==> config.mk <==
export PLATFORM = sky130hd
export DESIGN_NAME = connection_slot_table
export DESIGN_NICKNAME = d
export VERILOG_FILES = /design/src/hdl/cst_pkg.sv /design/src/hdl/cst_csr.sv /design/src/hdl/connection_slot_table.sv
export SDC_FILE = /design/constraint.sdc
export NUM_CORES = 2
export LEC_CHECK = 0
export BUFFER_PORTS_ARGS = -buffer_cell sky130_fd_sc_hd__buf_4
export CAP_MARGIN = 0
export CORE_MARGIN = 2
export CORE_UTILIZATION = 40
export CTS_CLUSTER_DIAMETER = 30
export DETAILED_ROUTE_END_ITERATION = 6
export PLACE_DENSITY = 0.58
export SYNTH_ARGS = -nofsm -noshare
export SYNTH_HDL_FRONTEND = slang
export SYNTH_SLANG_ARGS = --single-unit
==> constraint.sdc <==
create_clock -name clock -period 14.3 [get_ports clock]
set_input_delay 2.86 -clock clock [delete_from_list [all_inputs] [get_ports clock]]
set_output_delay 2.86 -clock clock [all_outputs]
set_load 0.1 [all_outputs]
==> src/hdl/cst_pkg.sv <==
`default_nettype none

package cst_pkg;

   localparam int CSR_INDEX_BITS = 1;
   localparam int CSR_DATA_BITS  = 7;
   localparam int CNT_BITS       = 7;
   localparam int STATUS_BITS    = 3;
   localparam int CLOSE_ID_BITS  = 32;
   localparam int OPENED_ID_BITS = 32;
   localparam int MAX_SCAN       = 128;

   localparam logic [CSR_INDEX_BITS-1:0] CSR_MAX_SLOTS = 1'd0;
   localparam logic [CSR_INDEX_BITS-1:0] CSR_ENABLED   = 1'd1;

   localparam logic OP_OPEN  = 1'b0;
   localparam logic OP_CLOSE = 1'b1;

   localparam logic [STATUS_BITS-1:0] STATUS_OK          = 3'd0;
   localparam logic [STATUS_BITS-1:0] STATUS_NOT_ENABLED = 3'd1;
   localparam logic [STATUS_BITS-1:0] STATUS_FULL        = 3'd2;
   localparam logic [STATUS_BITS-1:0] STATUS_ZERO_ID     = 3'd3;
   localparam logic [STATUS_BITS-1:0] STATUS_NOT_FOUND   = 3'd4;

   typedef struct packed {
      logic                     op;
      logic [CLOSE_ID_BITS-1:0] close_id;
   } req_type;

   typedef struct packed {
      logic [STATUS_BITS-1:0]    status;
      logic [OPENED_ID_BITS-1:0] opened_id;
      logic [CNT_BITS-1:0]       active_count;
   } rsp_type;

   typedef struct packed {
      logic [CNT_BITS-1:0] max_slots;
      logic                enabled;
   } cfg_type;

endpackage

`default_nettype wire

==> src/hdl/cst_csr.sv <==
`default_nettype none

module cst_csr
   import cst_pkg::*;
#(
   parameter int SLOTS = 64
) (
   input  wire logic                      clock,
   input  wire logic                      reset,
   input  wire logic                      csr_we,
   input  wire logic [CSR_INDEX_BITS-1:0] csr_index,
   input  wire logic [CSR_DATA_BITS-1:0]  csr_wdata,
   output cfg_type                        cfg
);

   localparam logic [CNT_BITS-1:0] MAX_SLOTS_RST = CNT_BITS'((SLOTS < 64) ? SLOTS : 64);

   cfg_type cfg_ff;
   cfg_type cfg_in;
   logic    slots_ok;

   assign slots_ok = (csr_wdata != '0) && (32'(csr_wdata) <= 32'(SLOTS));

   always_comb begin
      cfg_in = cfg_ff;
      if (csr_we) begin
         unique case (csr_index)
            CSR_MAX_SLOTS: begin
               if (!cfg_ff.enabled && slots_ok) begin
                  cfg_in.max_slots = csr_wdata;
               end
            end
            CSR_ENABLED: begin
               cfg_in.enabled = csr_wdata[0];
            end
            default: begin
               cfg_in = cfg_ff;
            end
         endcase
      end
   end

   always_ff @(posedge clock) begin
      if (reset) begin
         cfg_ff.max_slots <= MAX_SLOTS_RST;
         cfg_ff.enabled   <= 1'b0;
      end else begin
         cfg_ff <= cfg_in;
      end
   end

   assign cfg = cfg_ff;

endmodule

`default_nettype wire

==> src/hdl/connection_slot_table.sv <==
`default_nettype none

// Connection slot table. A beat on req_data is taken when start is high and busy is low; each
// request gives exactly one beat on rsp_data, marked by rsp_valid for one cycle, and the
// receiver cannot stall it. Requests rejected up front (not enabled, full by count, zero close
// identifier) answer in the cycle after acceptance. An open walks the active bits one slot per
// cycle; a close walks the identifier memory through its registered read port, one slot per
// cycle. busy stays high for the whole walk. Configuration writes are taken at any time;
// max_slots changes only while enabled is low.

module connection_slot_table
   import cst_pkg::*;
#(
   parameter int SLOTS   = 64,
   parameter int ID_BITS = 32
) (
   input  wire logic                      clock,
   input  wire logic                      reset,
   input  wire logic                      start,
   output logic                           busy,
   input  wire req_type                   req_data,
   output logic                           rsp_valid,
   output rsp_type                        rsp_data,
   input  wire logic                      csr_we,
   input  wire logic [CSR_INDEX_BITS-1:0] csr_index,
   input  wire logic [CSR_DATA_BITS-1:0]  csr_wdata
);

   localparam int DEPTH = (SLOTS < MAX_SCAN) ? SLOTS : MAX_SCAN;
   localparam int AW    = (DEPTH > 1) ? $clog2(DEPTH) : 1;
   localparam int CMP_W = (ID_BITS > CLOSE_ID_BITS) ? ID_BITS : CLOSE_ID_BITS;

   typedef enum logic [2:0] {
      ST_IDLE  = 3'b001,
      ST_OPEN  = 3'b010,
      ST_CLOSE = 3'b100
   } state_type;

   cfg_type cfg;

   state_type                      state_ff, state_in;
   logic [CNT_BITS-1:0]            idx_ff, idx_in;
   logic [DEPTH-1:0]               active_ff, active_in;
   logic [CNT_BITS-1:0]            total_ff, total_in;
   logic [ID_BITS-1:0]             next_id_ff, next_id_in;
   logic [CLOSE_ID_BITS-1:0]       cid_ff, cid_in;
   logic                           rd_vld_ff, rd_vld_in;
   logic [AW-1:0]                  rd_idx_ff;
   logic [ID_BITS-1:0]             rd_ident_ff;
   logic                           rsp_valid_ff, rsp_valid_in;
   rsp_type                        rsp_ff, rsp_in;

   logic [ID_BITS-1:0]             ident_mem [DEPTH];
   logic                           mem_we;
   logic                           issue;
   logic                           hit;
   logic [AW-1:0]                  addr;
   logic [CMP_W-1:0]               id_ext;

   cst_csr #(
      .SLOTS (SLOTS)
   ) u_csr (
      .clock     (clock),
      .reset     (reset),
      .csr_we    (csr_we),
      .csr_index (csr_index),
      .csr_wdata (csr_wdata),
      .cfg       (cfg)
   );

   assign addr   = idx_ff[AW-1:0];
   assign id_ext = CMP_W'(next_id_ff);
   assign issue  = (state_ff == ST_CLOSE) && (idx_ff < cfg.max_slots);
   assign hit    = rd_vld_ff && active_ff[rd_idx_ff]
                   && (CMP_W'(rd_ident_ff) == CMP_W'(cid_ff));

   always_comb begin
      state_in     = state_ff;
      idx_in       = idx_ff;
      active_in    = active_ff;
      total_in     = total_ff;
      next_id_in   = next_id_ff;
      cid_in       = cid_ff;
      rd_vld_in    = 1'b0;
      rsp_valid_in = 1'b0;
      rsp_in       = rsp_ff;
      mem_we       = 1'b0;

      unique case (state_ff)
         ST_IDLE: begin
            if (start) begin
               cid_in           = req_data.close_id;
               idx_in           = '0;
               rsp_in.opened_id = '0;
               if (!cfg.enabled) begin
                  rsp_valid_in  = 1'b1;
                  rsp_in.status = STATUS_NOT_ENABLED;
               end else if (req_data.op == OP_OPEN) begin
                  if (total_ff >= cfg.max_slots) begin
                     rsp_valid_in  = 1'b1;
                     rsp_in.status = STATUS_FULL;
                  end else begin
                     state_in = ST_OPEN;
                  end
               end else if (req_data.close_id == '0) begin
                  rsp_valid_in  = 1'b1;
                  rsp_in.status = STATUS_ZERO_ID;
               end else begin
                  state_in = ST_CLOSE;
               end
            end
         end
         ST_OPEN: begin
            if (idx_ff >= cfg.max_slots) begin
               rsp_valid_in     = 1'b1;
               rsp_in.status    = STATUS_FULL;
               rsp_in.opened_id = '0;
               state_in         = ST_IDLE;
            end else if (!active_ff[addr]) begin
               mem_we           = 1'b1;
               active_in[addr]  = 1'b1;
               next_id_in       = next_id_ff + ID_BITS'(1);
               total_in         = total_ff + CNT_BITS'(1);
               rsp_valid_in     = 1'b1;
               rsp_in.status    = STATUS_OK;
               rsp_in.opened_id = id_ext[OPENED_ID_BITS-1:0];
               state_in         = ST_IDLE;
            end else begin
               idx_in = idx_ff + CNT_BITS'(1);
            end
         end
         ST_CLOSE: begin
            if (issue) begin
               rd_vld_in = 1'b1;
               idx_in    = idx_ff + CNT_BITS'(1);
            end
            if (hit) begin
               active_in[rd_idx_ff] = 1'b0;
               if (total_ff != '0) begin
                  total_in = total_ff - CNT_BITS'(1);
               end
               rd_vld_in        = 1'b0;
               rsp_valid_in     = 1'b1;
               rsp_in.status    = STATUS_OK;
               rsp_in.opened_id = '0;
               state_in         = ST_IDLE;
            end else if (!rd_vld_ff && !issue) begin
               rsp_valid_in     = 1'b1;
               rsp_in.status    = STATUS_NOT_FOUND;
               rsp_in.opened_id = '0;
               state_in         = ST_IDLE;
            end
         end
         default: begin
            state_in = ST_IDLE;
         end
      endcase

      if (rsp_valid_in) begin
         rsp_in.active_count = total_in;
      end
   end

   always_ff @(posedge clock) begin
      if (reset) begin
         state_ff     <= ST_IDLE;
         idx_ff       <= '0;
         active_ff    <= '0;
         total_ff     <= '0;
         next_id_ff   <= ID_BITS'(1);
         rd_vld_ff    <= 1'b0;
         rsp_valid_ff <= 1'b0;
      end else begin
         state_ff     <= state_in;
         idx_ff       <= idx_in;
         active_ff    <= active_in;
         total_ff     <= total_in;
         next_id_ff   <= next_id_in;
         rd_vld_ff    <= rd_vld_in;
         rsp_valid_ff <= rsp_valid_in;
      end
   end

   always_ff @(posedge clock) begin
      cid_ff <= cid_in;
      rsp_ff <= rsp_in;
   end

   // identifier store, one write and one registered read port
   always_ff @(posedge clock) begin
      if (mem_we) begin
         ident_mem[addr] <= next_id_ff;
      end
      if (issue) begin
         rd_ident_ff <= ident_mem[addr];
         rd_idx_ff   <= addr;
      end
   end

   assign busy      = (state_ff != ST_IDLE);
   assign rsp_valid = rsp_valid_ff;
   assign rsp_data  = rsp_ff;

   a_count_matches: assert property (@(posedge clock) disable iff (reset)
      $countones(active_ff) == 32'(total_ff))
      else $error("active count out of step with active bits");

   a_rsp_when_idle: assert property (@(posedge clock) disable iff (reset)
      rsp_valid_ff |-> (state_ff == ST_IDLE))
      else $error("response beat while a scan is running");

   a_fail_no_id: assert property (@(posedge clock) disable iff (reset)
      (rsp_valid_ff && (rsp_ff.status != STATUS_OK)) |-> (rsp_ff.opened_id == '0))
      else $error("failed request returned an identifier");

   a_disabled_reject: assert property (@(posedge clock) disable iff (reset)
      (start && !busy && !cfg.enabled)
      |=> (rsp_valid_ff && (rsp_ff.status == STATUS_NOT_ENABLED)))
      else $error("request while disabled not rejected at once");

   a_state_onehot: assert property (@(posedge clock) disable iff (reset)
      $onehot(state_ff))
      else $error("state register not one-hot");

endmodule

`default_nettype wire

* After elaboration in Yosys (flattened, before gate mapping)
Memory sizes are Yosys's and may differ from the RTL's. A register that Yosys moved wholly into a read port is not among the register bits.
Index checks and enable logic that the tools add are counted.
** Word-level totals
- Memories kept :: 1
- Logic and storage cells :: 135
- Bits of input ports :: 45
- Latch bits :: 0
- Register bits :: 203
- Bits in writable memories :: 2048
- Memory bits (read-only) :: 0
** Memory list
- ident_mem :: words 64, width 32, read ports 1, clocked after Yosys merged registers in 1, write ports 1, RTL line connection_slot_table.sv:53 : logic [ID_BITS-1:0] ident_mem [DEPTH];
** Cells by class
- Order comparisons :: 8
- Equal/unequal tests :: 18
- Muxes and demuxes :: 57
- Reductions and logical operators :: 26
- Div/mod/pow operators :: 0
- Bitwise logic cells :: 7
- Shift-type cells :: 0
- Add/subtract/negate cells :: 4
- Multipliers :: 0
** Operators with widths (count)
- $mux 64 :: 3
- $mux 35 :: 5
- $pmux 64 s2 :: 1
- $pmux 35 s3 :: 1
- $and 64x64->64 :: 1
- $not 64->64 :: 1
- $or 64x64->64 :: 1
- $mux 7 :: 8
- $mux 3 :: 13
- $add 32x1->32 const B :: 1
- $eq 32x32->1 :: 1
- $logic_not 32->1 :: 1
- $pmux 7 s3 :: 1
- $mux 1 :: 18
- $add 7x1->7 const B :: 2
- $ge 7x7->1 :: 2
- $lt 6x7->1 const B :: 2
- $pmux 7 s2 :: 1
- $reduce_bool 7->1 :: 2
- $bmux 1 s6 :: 2
- $demux 1 s6 :: 2
- $ge 6x1->1 const B :: 2
- $ne 2x2->1 const B :: 6
- $reduce_and 6->1 :: 2
- 23 further kinds :: 41

* Depth between registers and ports, before layout
- Word-level depth :: 8
- Depth in mapped cells :: 18
- Gate-level depth less buffers :: 9

* Modules after synthesis
From an unflattened synthesis, not the netlist that was laid out.
** Second synthesis, totals
- Cells, all modules :: 4887
- Area, all modules :: 84696.2 um^2
** By module, submodules not included
- connection_slot_table :: area an instance 84283.3 um^2, times used 1, cells an instance 4844
- cst_csr :: area an instance 412.9 um^2, times used 1, cells an instance 43

* Worst setup path before layout
Ideal clock, no wire load.
- Path kind :: register to register
- From :: register idx_ff[0]
- To :: register idx_ff[5]
- Setup slack :: 8157 ps
- Setup time :: 70 ps
- Arrival time :: 6073 ps
- Period minus slack after synthesis :: 6143 ps
- Cell stages (with the launch flop) :: 16
- Path through :: dfxtp_1 -> buf_6 -> buf_2 -> buf_2 -> buf_2 -> inv_1 -> clkbuf_1 -> clkbuf_1 -> ha_1 -> nor2b_1 -> o21ai_0 -> a21oi_1 -> nor3_1 -> nor3_1 -> or4_1 -> a21oi_1
** Between the ends
- Cells in the longest elaborated chain, start to end :: 4
- Elaborated cells on any way between the ends :: 14
- Classes of those cells :: add/sub: 1; order compare: 2; eq/ne: 3; mux: 6; reduce/logical: 2
** Ends and longest elaborated chain
- start, declared :: RTL line connection_slot_table.sv:42 : logic [CNT_BITS-1:0] idx_ff, idx_in;
- start signal, assigned :: RTL line connection_slot_table.sv:175 : idx_ff <= idx_in;
- $lt 7x7->1 :: RTL line connection_slot_table.sv:73 : assign issue = (state_ff == ST_CLOSE) && (idx_ff < cfg.max_slots);
- $logic_and 1x1->1 :: RTL line connection_slot_table.sv:73
- via issue :: RTL line connection_slot_table.sv:55 : logic issue;
- $ne 2x2->1 (no line)
- $reduce_and 5->1 (no line)
The timed path passes the listed nets, and every way through them passes these cells. The select of a mux whose other input is x is not followed.
A chain may end at the register's enable or synchronous reset.

* Worst setup path in the final report
- From :: register idx_ff[0]
- To :: memory ident_mem[55][15] (enable)
** Between the ends
- Cells in the longest elaborated chain, start to end :: 7
- Elaborated cells on any way between the ends :: 8
- Classes of those cells :: order compare: 1; mux: 7
** Ends and longest elaborated chain
- $bmux 1 s6 :: RTL line connection_slot_table.sv:119 : end else if (!active_ff[addr]) begin
- $mux 1 (implied by the code) :: RTL line connection_slot_table.sv:119
- $mux 1 :: RTL line connection_slot_table.sv:119
- $mux 1 :: RTL line connection_slot_table.sv:114 : if (idx_ff >= cfg.max_slots) begin
- $mux 1 :: RTL line connection_slot_table.sv:89 : unique case (state_ff)
- $mux 1 :: RTL line connection_slot_table.sv:191 : if (mem_we) begin
- $mux 1 (implied by the code) :: RTL line connection_slot_table.sv:192 : ident_mem[addr] <= next_id_ff;
- end, declared :: RTL line connection_slot_table.sv:53
Parallel ways exist; a longest one is shown, timed or not. The select of a mux whose other input is x is not followed.

==> flow_summary.toml <==
[run_status]
status = "finished clean"

[sta]
final-setup-viol-count = 0
slew_headroom_pct = 3.94
slew_viol_final = 0
setup-tns-final_ps = 0
hold_viol_final = 0
period_minus_slack_ps = 6160
finalWorstSetupSlack_ps = 8140
fmax_ghz = 0.162
holdWs_ps = 484
skew_ps = 86.3
worst_slew_pin_slew_ps = 1430
rsz0062_at_grt = "false"
fin_crit_sh_pct = 43.1

[setup_path]
timing.critical_path.slowest_cell_delay_ps = 1190
worstPathRequired_ps = 14850
crit_type = "reg -> reg"
cp_cell_sequence = "buf_4 > mux4_2 > a22o_1 > a211oi_2 > o2111ai_2 > nor3_4 > nand2_2 > nor2_4"
worstPathArrival_ps = 6710
end_kind = "register"
crit_buf_inv = 1
critPathLaunchType = "register"
path_max_fanout = 46
critPathTopFamily = "simple AND/OR/NAND/NOR gates"
slowest_stage = "nor2_4"

[die]
die_h_um = 468
die_x_um = 468
start_util_pct = 40.2
rows = 170
ios = 89
core-area_um2 = 215000
dieArea_um2 = 219000

[global_routing]
grt_pass1_vias = 51400
grt_max_degree = 129
grt_pass1_wl_mm = 404
antenna_found_initial = 14
grt_use_total_pct = 26.0
gr-total-overflow = 0

[yosys]
synth_top_area_share_pct = 75.2
synthArstFlopShare_pct = 0
syn-num-nets = 5119
ys_top_cells_by_count = "edfxtp_1 (2,160), a22oi_1 (541), clkbuf_1 (244)"
postSynthCellCount = 5055
yosysTopAreaCell = "edfxtp_1"
seq_area_frac_synth_pct = 78.0
ys_ff_latch = 2283
netlist_top_cells_area = "edfxtp_1 (75%), a22oi_1 (4.7%), dfxtp_1 (2.9%)"
synth_ff_type = "edfxtp_1"
synth_cell_type_count = 78
yosysMostFrequentCell = "edfxtp_1"
syn_avg_cell_area_um2 = 17.1
synth-edff-count = 2160
syn_area_um2 = 86300
yosysWarningCount = 0

[cells_and_area]
final-instance-count-excl-fill = 8568
nFillCells = 17500
final_nets = 5435
drive_gt1_share_pct = 20.3
stdcell_area_um2 = 106000
finish.utilization_pct = 49.4
n_antenna_cell = 0
syn_to_final_growth_pct = 22.8

[placement]
dpl-instance-area_um2 = 90900
port_buffers = 88
routabilityCongestion = 0.962
hpwl_mm = 166
dp.cells = 7761
place_worst_setup_slack_ps = 8210

[run]
maxCapViolCount = 0

[power]
peakVddDrop_uv = 122
power_leakage_nw = 34.0
power_mw = 17.9
p_per_area_nw_per_um2 = 169

[clocking]
ctsHtreeMaxLevel = 5
postCtsHoldBufs = 0
postCtsSetupBuffers = 0
tritoncts = "done"
clk_pin_slew_ps = 50
clockRootBuffer = "clkbuf_16"
cts.path.max_buffers = 4
numClockSinks = 2283
cts_inserted_buffers = 446
ctsResizeCount = 0
insertion_delay_ps = 990

[route]
drtPass1Iterations = 7
drc_errors = 0
wl_per_cell_um = 34.0
drt_iter0_markers = 8443
vias = 54000
finalWirelength_mm = 291
drtAntennaViolNets = 0
via_per_inst = 6.30

[min_path]
hp-class = "reg -> reg"
-- worst register-to-register path, delay by kind of cell, from the launching register on --
family          cells  cell delay [ps]
simple gates        3             2780
compound gates      3              880
buf+inv             1              760
flops               1              740
mux                 1              630
-- where the power goes --
part	total (mW)	leakage [nW]	switching, mW	internal (mW)
sequential	7.25	21.2	0.0110	7.24
combinational	0.231	5.59	0.171	0.0595
clock	10.4	7.25	3.38	7.01
total	17.9	34.0	3.56	14.3
-- state kept, by name (all words and copies together) (netlist names) --
signal       count
id_ext          32
rsp_data        42
rsp_valid        1
state_ff         3
rd_idx_ff        6
total_ff         7
cid_ff          32
idx_ff           7
ident_mem     2048
rd_vld_ff        1
active_ff       64
rd_ident_ff     32
u_csr.cfg        8
-- cell families (layout without fill, tap and decap cells) --
kind of cell               after synthesis  count (layout)  synth area share (%)
xor gates and xnor gates                34              34                 0.345
muxes                                  169             169                  2.51
adders and majority gates               19              19                 0.276
and+or+nand+nor                        591             591                  3.60
AOI/OAI and AO/OA                     1547            1547                  13.3
DFF                                   2283            2283                  78.0
buffers and inverters                  412            1087                  1.89
-- layer usage --
metal	vias to the layer above	GRT usage (%)	wire length, µm
met5	-	0	77
met4	6	12.8	15200
met3	649	7.85	35900
met2	3488	38.2	128000
met1	27700	35.3	112000
li1	22100	-	-
-- worst paths after layout --
path	from	to	slack (ps)	depth (start not counted)
max	idx_ff[0]	ident_mem[55][15]	8140	8
max reg2reg	idx_ff[0]	ident_mem[55][15]	8140	8
min	id_ext[16]	id_ext[16]	480	2
min reg2reg	id_ext[16]	id_ext[16]	480	2
-- final cells by class --
cell class | count | area [µm²] | share of cell area, %
clock buffer | 502 | 11600 | 10.9
tap | 2838 | 3550 | 3.35
sequential | 2283 | 67400 | 63.6
inverter | 42 | 158 | 0.149
clock inverter | 305 | 3470 | 3.28
timing repair buffer | 238 | 1860 | 1.76
multi-input combinational | 2360 | 17900 | 16.9
-- placed cells by master, fill, tap and decap left out, types with 30 or more instances in the layout --
cell type,synthesis,routed
a211oi_1,64,64
a21oi_1,123,123
a221oi_1,209,209
a22o_1,138,138
a22oi_1,541,541
a31oi_1,222,222
a41oi_1,33,33
buf_4,1,232
bufinv_16,0,70
clkbuf_1,244,46
clkbuf_16,0,454
clkinv_1,0,77
clkinv_2,0,76
clkinvlp_4,0,45
dfxtp_1,123,85
dfxtp_2,0,30
edfxtp_1,2160,2160
inv_1,41,40
mux2_2,54,54
mux2i_1,82,82
mux4_2,32,32
nand2_1,84,80
nand3_1,69,63
nand4_1,88,88
nor2_1,154,86
nor2_4,0,64
nor4_1,42,41
o21ai_0,55,55
or4_1,32,32
Power figures use the tool's default switching activity.
